===== src/rtl/fqd_pkg.sv =====
// Shared types and constants for the FIFO queue with delete-by-value.
`default_nettype none
package fqd_pkg;

  localparam int CMD_W   = 2;
  localparam int ITEM_W  = 32;
  localparam int COUNT_W = 5;

  // Input transaction commands
  typedef enum logic [CMD_W-1:0] {
    CMD_ENQ = 2'd0,
    CMD_DEQ = 2'd1,
    CMD_DEL = 2'd2,
    CMD_LEN = 2'd3
  } fqd_cmd_t;

  // Result status codes
  localparam logic STS_OK  = 1'b0;
  localparam logic STS_ERR = 1'b1;

  // Datapath operations issued by the controller
  typedef enum logic [2:0] {
    OP_NONE,
    OP_ENQ,
    OP_DEQ,
    OP_DEL_LOAD,
    OP_ROTATE
  } fqd_op_t;

  // Controller to datapath
  typedef struct packed {
    fqd_op_t op;
  } fqd_ctl_t;

  // Datapath to controller
  typedef struct packed {
    logic empty;
    logic full;
    logic item_zero;
    logic steps_zero;
    logic found;
  } fqd_sts_t;

endpackage : fqd_pkg
`default_nettype wire


===== src/rtl/fifo_queue_with_delete.sv =====
// Top level: ordered FIFO of nonzero handles with dequeue, delete-by-value and length.
//
//  channel | handshake            | payload
//  --------+----------------------+--------------------------------------
//  input   | start, busy          | in_cmd[1:0], in_item[31:0]
//  result  | out_strobe           | out_status, out_item_out[31:0], out_count[4:0]
//
// Enqueue, dequeue, length and null delete: result strobes the cycle after start;
// one transaction per cycle while busy is low.
// Delete of a nonzero handle: the entry shift line rotates once per stored entry, comparing
// only the head slot, so busy stays high for the whole scan and the result strobes
// in the cycle in which busy falls.
// Synchronous active-low reset empties the queue; entry contents are not cleared.
// The receiver cannot stall: each result is valid for exactly the one strobe cycle.
`default_nettype none
module fifo_queue_with_delete #(
  parameter int QUEUE_DEPTH = 16
) (
  input  wire logic                        clk,
  input  wire logic                        rst_n,
  input  wire logic                        start,
  output logic                             busy,
  input  wire logic [fqd_pkg::CMD_W-1:0]   in_cmd,
  input  wire logic [fqd_pkg::ITEM_W-1:0]  in_item,
  output logic                             out_strobe,
  output logic                             out_status,
  output logic [fqd_pkg::ITEM_W-1:0]       out_item_out,
  output logic [fqd_pkg::COUNT_W-1:0]      out_count
);
  import fqd_pkg::*;

  fqd_ctl_t ctl;
  fqd_sts_t sts;

  fqd_ctrl u_ctrl (
    .clk        (clk),
    .rst_n      (rst_n),
    .start      (start),
    .in_cmd     (in_cmd),
    .sts        (sts),
    .ctl        (ctl),
    .busy       (busy),
    .out_strobe (out_strobe),
    .out_status (out_status)
  );

  fqd_dpath #(
    .QUEUE_DEPTH (QUEUE_DEPTH)
  ) u_dpath (
    .clk          (clk),
    .rst_n        (rst_n),
    .in_item      (in_item),
    .ctl          (ctl),
    .sts          (sts),
    .out_item_out (out_item_out),
    .out_count    (out_count)
  );

  // Valid enqueue into a non-full queue succeeds next cycle
  a_enq_ok: assert property (@(posedge clk) disable iff (!rst_n)
    (start && !busy && in_cmd == CMD_ENQ && in_item != '0 && !sts.full)
      |=> (out_strobe && out_status == STS_OK))
    else $error("valid enqueue did not complete");

  // Non-delete transactions strobe their result in the cycle after start
  a_fast_ops: assert property (@(posedge clk) disable iff (!rst_n)
    (start && !busy && in_cmd != CMD_DEL) |=> out_strobe)
    else $error("non-delete transaction missed its result cycle");

  // Errors never return a handle
  a_err_no_item: assert property (@(posedge clk) disable iff (!rst_n)
    (out_strobe && out_status == STS_ERR) |-> (out_item_out == '0))
    else $error("error result carries a handle");

  // No result while a delete scan is running
  a_scan_quiet: assert property (@(posedge clk) disable iff (!rst_n)
    busy |-> !out_strobe)
    else $error("result strobed during delete scan");

endmodule : fifo_queue_with_delete
`default_nettype wire


===== src/rtl/fqd_dpath.sv =====
// Datapath: compacted entry shift line, occupancy, delete scan counter and result item.
`default_nettype none
module fqd_dpath #(
  parameter int QUEUE_DEPTH = 16
) (
  input  wire logic                      clk,
  input  wire logic                      rst_n,
  input  wire logic [fqd_pkg::ITEM_W-1:0] in_item,
  input  fqd_pkg::fqd_ctl_t              ctl,
  output fqd_pkg::fqd_sts_t              sts,
  output logic [fqd_pkg::ITEM_W-1:0]     out_item_out,
  output logic [fqd_pkg::COUNT_W-1:0]    out_count
);
  import fqd_pkg::*;

  localparam int OCC_W = $clog2(QUEUE_DEPTH + 1);

  logic [ITEM_W-1:0] slot_r   [QUEUE_DEPTH];
  logic [ITEM_W-1:0] slot_nxt [QUEUE_DEPTH];
  logic [OCC_W-1:0]  occ_r, occ_nxt;
  logic [OCC_W-1:0]  steps_r, steps_nxt;
  logic              found_r, found_nxt;
  logic [ITEM_W-1:0] key_r, key_nxt;
  logic [ITEM_W-1:0] item_out_r, item_out_nxt;
  logic [OCC_W-1:0]  tail_idx;
  logic              head_match;

  // First match only: once found, later equal entries are kept
  assign head_match = (slot_r[0] == key_r) && !found_r;
  assign tail_idx   = occ_r - OCC_W'(1);

  // Entry shift line: slot 0 is the oldest entry
  always_comb begin
    for (int i = 0; i < QUEUE_DEPTH; i++) begin
      slot_nxt[i] = slot_r[i];
      case (ctl.op)
        OP_ENQ: begin
          if (occ_r == OCC_W'(i)) slot_nxt[i] = in_item;
        end
        OP_DEQ: begin
          if (i < QUEUE_DEPTH - 1) slot_nxt[i] = slot_r[(i + 1) % QUEUE_DEPTH];
        end
        OP_ROTATE: begin
          // head moves to the tail unless it is the entry being deleted
          if (!head_match && tail_idx == OCC_W'(i)) begin
            slot_nxt[i] = slot_r[0];
          end else if (i < QUEUE_DEPTH - 1) begin
            slot_nxt[i] = slot_r[(i + 1) % QUEUE_DEPTH];
          end
        end
        default: ;
      endcase
    end
  end

  // Occupancy, scan counter and match state
  always_comb begin
    occ_nxt      = occ_r;
    steps_nxt    = steps_r;
    found_nxt    = found_r;
    key_nxt      = key_r;
    item_out_nxt = '0;
    case (ctl.op)
      OP_ENQ: occ_nxt = occ_r + OCC_W'(1);
      OP_DEQ: begin
        occ_nxt      = occ_r - OCC_W'(1);
        item_out_nxt = slot_r[0];
      end
      OP_DEL_LOAD: begin
        steps_nxt = occ_r;
        found_nxt = 1'b0;
        key_nxt   = in_item;
      end
      OP_ROTATE: begin
        steps_nxt = steps_r - OCC_W'(1);
        if (head_match) begin
          found_nxt = 1'b1;
          occ_nxt   = occ_r - OCC_W'(1);
        end
      end
      default: ;
    endcase
  end

  always_ff @(posedge clk) begin
    if (!rst_n) begin
      occ_r   <= '0;
      steps_r <= '0;
      found_r <= 1'b0;
    end else begin
      occ_r   <= occ_nxt;
      steps_r <= steps_nxt;
      found_r <= found_nxt;
    end
  end

  // Payload registers, no reset
  always_ff @(posedge clk) begin
    for (int i = 0; i < QUEUE_DEPTH; i++) slot_r[i] <= slot_nxt[i];
    key_r      <= key_nxt;
    item_out_r <= item_out_nxt;
  end

  assign sts.empty      = (occ_r == '0);
  assign sts.full       = (occ_r == OCC_W'(QUEUE_DEPTH));
  assign sts.item_zero  = (in_item == '0);
  assign sts.steps_zero = (steps_r == '0);
  assign sts.found      = found_r;

  assign out_item_out = item_out_r;
  assign out_count    = COUNT_W'(occ_r);

endmodule : fqd_dpath
`default_nettype wire


===== src/rtl/fqd_ctrl.sv =====
// Controller: command decode, delete scan sequencing and result strobe.
`default_nettype none
module fqd_ctrl (
  input  wire logic                     clk,
  input  wire logic                     rst_n,
  input  wire logic                     start,
  input  wire logic [fqd_pkg::CMD_W-1:0] in_cmd,
  input  fqd_pkg::fqd_sts_t             sts,
  output fqd_pkg::fqd_ctl_t             ctl,
  output logic                          busy,
  output logic                          out_strobe,
  output logic                          out_status
);
  import fqd_pkg::*;

  typedef enum logic {
    S_IDLE,
    S_SCAN
  } state_t;

  state_t   state_r, state_nxt;
  logic     strobe_r, strobe_nxt;
  logic     status_r, status_nxt;
  fqd_cmd_t cmd;

  assign cmd = fqd_cmd_t'(in_cmd);

  // Next state, datapath op and result status
  always_comb begin
    state_nxt  = state_r;
    strobe_nxt = 1'b0;
    status_nxt = status_r;
    ctl.op     = OP_NONE;
    case (state_r)
      S_IDLE: begin
        if (start) begin
          strobe_nxt = 1'b1;
          status_nxt = STS_OK;
          case (cmd)
            CMD_ENQ: begin
              if (sts.item_zero || sts.full) status_nxt = STS_ERR;
              else ctl.op = OP_ENQ;
            end
            CMD_DEQ: begin
              if (sts.empty) status_nxt = STS_ERR;
              else ctl.op = OP_DEQ;
            end
            CMD_DEL: begin
              if (sts.item_zero) begin
                status_nxt = STS_ERR;
              end else begin
                strobe_nxt = 1'b0;
                ctl.op     = OP_DEL_LOAD;
                state_nxt  = S_SCAN;
              end
            end
            default: ;  // length query: count only
          endcase
        end
      end
      S_SCAN: begin
        if (sts.steps_zero) begin
          strobe_nxt = 1'b1;
          status_nxt = sts.found ? STS_OK : STS_ERR;
          state_nxt  = S_IDLE;
        end else begin
          ctl.op = OP_ROTATE;
        end
      end
      default: state_nxt = S_IDLE;
    endcase
  end

  // State and registered outputs
  always_ff @(posedge clk) begin
    if (!rst_n) begin
      state_r  <= S_IDLE;
      strobe_r <= 1'b0;
      status_r <= STS_OK;
    end else begin
      state_r  <= state_nxt;
      strobe_r <= strobe_nxt;
      status_r <= status_nxt;
    end
  end

  assign busy       = (state_r != S_IDLE);
  assign out_strobe = strobe_r;
  assign out_status = status_r;

endmodule : fqd_ctrl
`default_nettype wire

===== config.mk =====
export PLATFORM = sky130hd
export DESIGN_NAME = fifo_queue_with_delete
export DESIGN_NICKNAME = d
export VERILOG_FILES = /design/src/rtl/fqd_pkg.sv /design/src/rtl/fifo_queue_with_delete.sv /design/src/rtl/fqd_dpath.sv /design/src/rtl/fqd_ctrl.sv
export SDC_FILE = /design/constraint.sdc
export NUM_CORES = 1
export LEC_CHECK = 0
export BUFFER_PORTS_ARGS = -buffer_cell sky130_fd_sc_hd__buf_2
export CAP_MARGIN = 5
export CORE_ASPECT_RATIO = 1.25
export CORE_MARGIN = 4
export CORE_UTILIZATION = 40
export DETAILED_ROUTE_END_ITERATION = 12
export PLACE_DENSITY = 0.54
export SETUP_SLACK_MARGIN = 0.1
export SLEW_MARGIN = 15
export SYNTH_ARGS = -nofsm -noshare
export SYNTH_HDL_FRONTEND = slang
export SYNTH_SLANG_ARGS = --single-unit

===== constraint.sdc =====
create_clock -name clk -period 11.55 [get_ports clk]
set_clock_uncertainty 0.1 [all_clocks]
set_input_delay 1.155 -clock clk [delete_from_list [all_inputs] [get_ports clk]]
set_output_delay 1.155 -clock clk [all_outputs]
set_load 0.03 [all_outputs]

==> impl_metrics.json <==
{
  "dp_cells": 2549,
  "synth_area_per_cell_um2": 14.42,
  "intPower_mw": 4.015,
  "wl_met1_mm": 34.77,
  "die_h_um": 291.1,
  "hold_buffers": 0,
  "rr_startpoint": "u_dpath.slot_r[0][0]",
  "fin_setup_tns_ns": 0,
  "leakage_nw": 9.766,
  "pwr-share-comb_pct": 20.5,
  "fill_cells": 5604,
  "async_reset_ff_share_pct": 0,
  "yosysTopAreaCell": "edfxtp_1",
  "cts_resized": 0,
  "num_io_pins": 77,
  "path_clk_slew_ns": 0.06,
  "synth_cells": 1778,
  "crit_path_end_kind": "flip-flop",
  "final_nets": 1815,
  "rows": 103,
  "vias": 17850,
  "final_cells": 2661,
  "min_from": "u_dpath.steps_r[0]",
  "worst_slew_pin_slew_ns": 1.209,
  "core_area_mm2": 0.06341,
  "maxSlewViolCount": 0,
  "start_util_pct": 40.45,
  "htree_num_levels": 2,
  "wirelength_mm": 89.23,
  "netlist_area_mm2": 0.02565,
  "max_cap_violations": 0,
  "ys_top_cells_by_count": "edfxtp_1, a221o_1, nor2_1",
  "worst_ep_required_time_ns": 11.94,
  "cp_cell_sequence": "xor2_1, nor4_1, and4_1, a31oi_4, buf_4, buf_4, a21oi_4, buf_4, a221o_1",
  "synth.most_common_cell": "edfxtp_1",
  "post-dp-hpwl_mm": 50.63,
  "synth_edf_count": 544,
  "worstSkewPairLatency_ns": 0.63,
  "final_layout_size_suffix_gt1_share_pct": 14.62,
  "ys.flop_type": "edfxtp_1",
  "yosys_warnings": 0,
  "slew_headroom_pct": 18.68,
  "worstHoldPathCells": 2,
  "synth.area.top_cells": "edfxtp_1, a221o_1, dfxtp_1",
  "cts_root_buf": "clkbuf_16",
  "synth_compound_area_share_pct": 20.52,
  "design.die.area_mm2": 0.06825,
  "cp.arrival_ns": 5.26,
  "post-cts-setup-buffer-count": 0,
  "p_per_area_mw_per_mm2": 203.4,
  "max_freq_ghz": 0.2051,
  "grt_pass1_vias": 17490,
  "final_hold_viol_count": 0,
  "hold_end": "u_dpath.steps_r[0]",
  "synth_cell_types": 53,
  "port_buffers": 76,
  "antenna_found_initial": 1,
  "cpLargestDelayFamily": "buffers and inverters",
  "seqPwrFrac_pct": 44.3,
  "syn-num-nets": 1823,
  "multi_input_area_mm2": 0.007799,
  "synth_top_family_by_area": "compound AO/OA/AOI/OAI gates",
  "die_w_um": 234.5,
  "cts_buffers": 59,
  "switching_share_pct": 31.81,
  "muxShareOfSynthArea_pct": 0.07806,
  "crit_cells": 9,
  "grt_usage_pct": 25.25,
  "slowest_stage": "nor4_1",
  "cts_tree": "done",
  "crit_fanout": 84,
  "gp_congestion": 0.8365,
  "area_growth_pct": 12.88,
  "ys_ff_latch": 590,
  "wl_met3_mm": 8.454,
  "final-seq-area_mm2": 0.01726,
  "ir_drop_mv": 0.1306,
  "grt_pass1_wl_mm": 125.8,
  "worstSetupPathType": "flip-flop to flip-flop",
  "grt-ovfl-total": 0,
  "avgRoutedWirePerCell_um": 33.53,
  "synth_top_cell_area_share_pct": 63.70,
  "rr_endpoint": "u_dpath.slot_r[10][25]",
  "routed.top_layer": "met4",
  "start_kind": "flip-flop",
  "grt_max_degree": 85,
  "rsz0062_at_grt": "false",
  "drc_errors": 0,
  "synth-simple-area-share_pct": 6.967,
  "reg2reg_depth": 9,
  "vias_per_cell": 6.708,
  "p_switching_mw": 1.873,
  "r2r_slack_ns": 6.67,
  "status": "finished clean",
  "crit_buf_inv": 3,
  "slowest_delay_ns": 0.75,
  "cpMostUsedCell": "buf_4",
  "power.share.clock_pct": 35.2,
  "synth-seq-area-share_pct": 67.29,
  "hold_class": "flip-flop to flip-flop",
  "clk_path_buf_depth": 3,
  "drtPass1Iterations": 5,
  "synth_xor_area_share_pct": 1.195,
  "wl_met2_mm": 43.20,
  "synth_adder_area_share_pct": 0.3903,
  "cts.sinks": 590,
  "min_period_over_period_pct": 42.21,
  "setup_violations": 0,
  "first_iter_violations": 2371,
  "drtAntennaViolNets": 0,
  "min_period_ns": 4.875
}
[power by group through the flow]
stage / Sequential (mW) / Combinational [mW] / Clock, mW
final: 2.61 / 1.21 / 2.07
after global routing: 2.62 / 1.24 / 2.18
after CTS: 2.61 / 1.18 / 2.10
after detailed placement: 2.65 / 1.17 / 0
after global placement: 2.65 / 1.16 / 0
after floorplan: 2.65 / 0.716 / 0
[flip-flops by register name (all words and copies together), names as in the netlist]
| name | count |
|---|---|
| u_dpath.steps_r | 5 |
| u_dpath.key_r | 32 |
| u_ctrl.out_status | 1 |
| u_dpath.out_item_out | 32 |
| u_dpath.out_count | 5 |
| u_dpath.slot_r | 512 |
| u_ctrl.out_strobe | 1 |
| u_dpath.found_r | 1 |
| u_ctrl.busy | 1 |
[final cells by class]
class                      count  share of cell area (%)
sequential                   590                   59.61
multi-input combinational    980                   26.94
clock buffer                  68                   5.398
tap                          840                   3.630
timing repair buffer         124                   2.559
clock inverter                43                   1.664
inverter                      15                  0.1945
antenna                        1                0.008644
[stage by stage]
step	setup WS, ns	cell area, um^2	power (mW)	util (%)	hold slack [ns]
floorplan	5.481	25650	3.364	-	0.3628
global placement	6.618	26900	3.810	42.43	0.3819
detailed placement	6.623	26900	3.825	42.43	0.3921
CTS	6.839	28950	5.889	45.65	0.4007
global route	6.547	28950	6.039	45.65	0.4331
finish	6.675	28950	5.889	45.66	0.3986
[worst max-delay path by stage]
stage                                   to                   from  slack, ns
floorplan             u_dpath.slot_r[4][0]                  start       5.48
global placement     u_dpath.slot_r[6][13]            in_item[17]       6.62
detailed placement    u_dpath.slot_r[1][1]              in_cmd[1]       6.62
CTS                 u_dpath.slot_r[10][30]  u_dpath.slot_r[0][18]       6.84
global route        u_dpath.slot_r[10][26]   u_dpath.slot_r[0][4]       6.55
finish              u_dpath.slot_r[10][25]   u_dpath.slot_r[0][0]       6.67
[placed cells by master, fill, tap and decap left out, drive strengths merged, types with 3 or more instances in the layout]
cell	instances
buf	124
nand3	6
dfxtp	46
and4	3
nor3b	3
a21o	33
xor2	18
inv	15
a31oi	13
nor3	6
nor4	14
edfxtp	544
o21a	3
xnor2	17
clkbuf	68
o31a	3
a211oi	4
ha	8
and2	64
clkinv	31
nand2	123
or3	5
a21oi	18
nor2	147
a221o	448
o21ai	15
bufinv	11
nand4	6
[per-layer routing]
| metal | vias up | GRT usage, % |
|---|---|---|
| li1 | 7337 | - |
| met1 | 9221 | 33.91 |
| met2 | 1119 | 41.64 |
| met3 | 172 | 4.894 |
| met4 | 0 | 7.609 |
| met5 | - | 0 |
[cell families (layout without fill, tap and decap cells)]
family                   count (synthesis)  after routing
flip-flops                             590            590
AO/OA/AOI/OAI                          548            548
multiplexers                             2              2
buffers and inverters                  208            250
other                                    0              1
adder cells (fa/ha/maj)                  8              8
AND/OR/NAND/NOR                        387            387
XOR/XNOR                                35             35
[tightest hold or removal path, delay by kind of cell (launching register included)]
family	cells	cell delay, ns
flip-flops	1	0.32
AO/OA/AOI/OAI	1	0.07
AND/OR/NAND/NOR	1	0.06
Power figures use the tool's default switching activity.
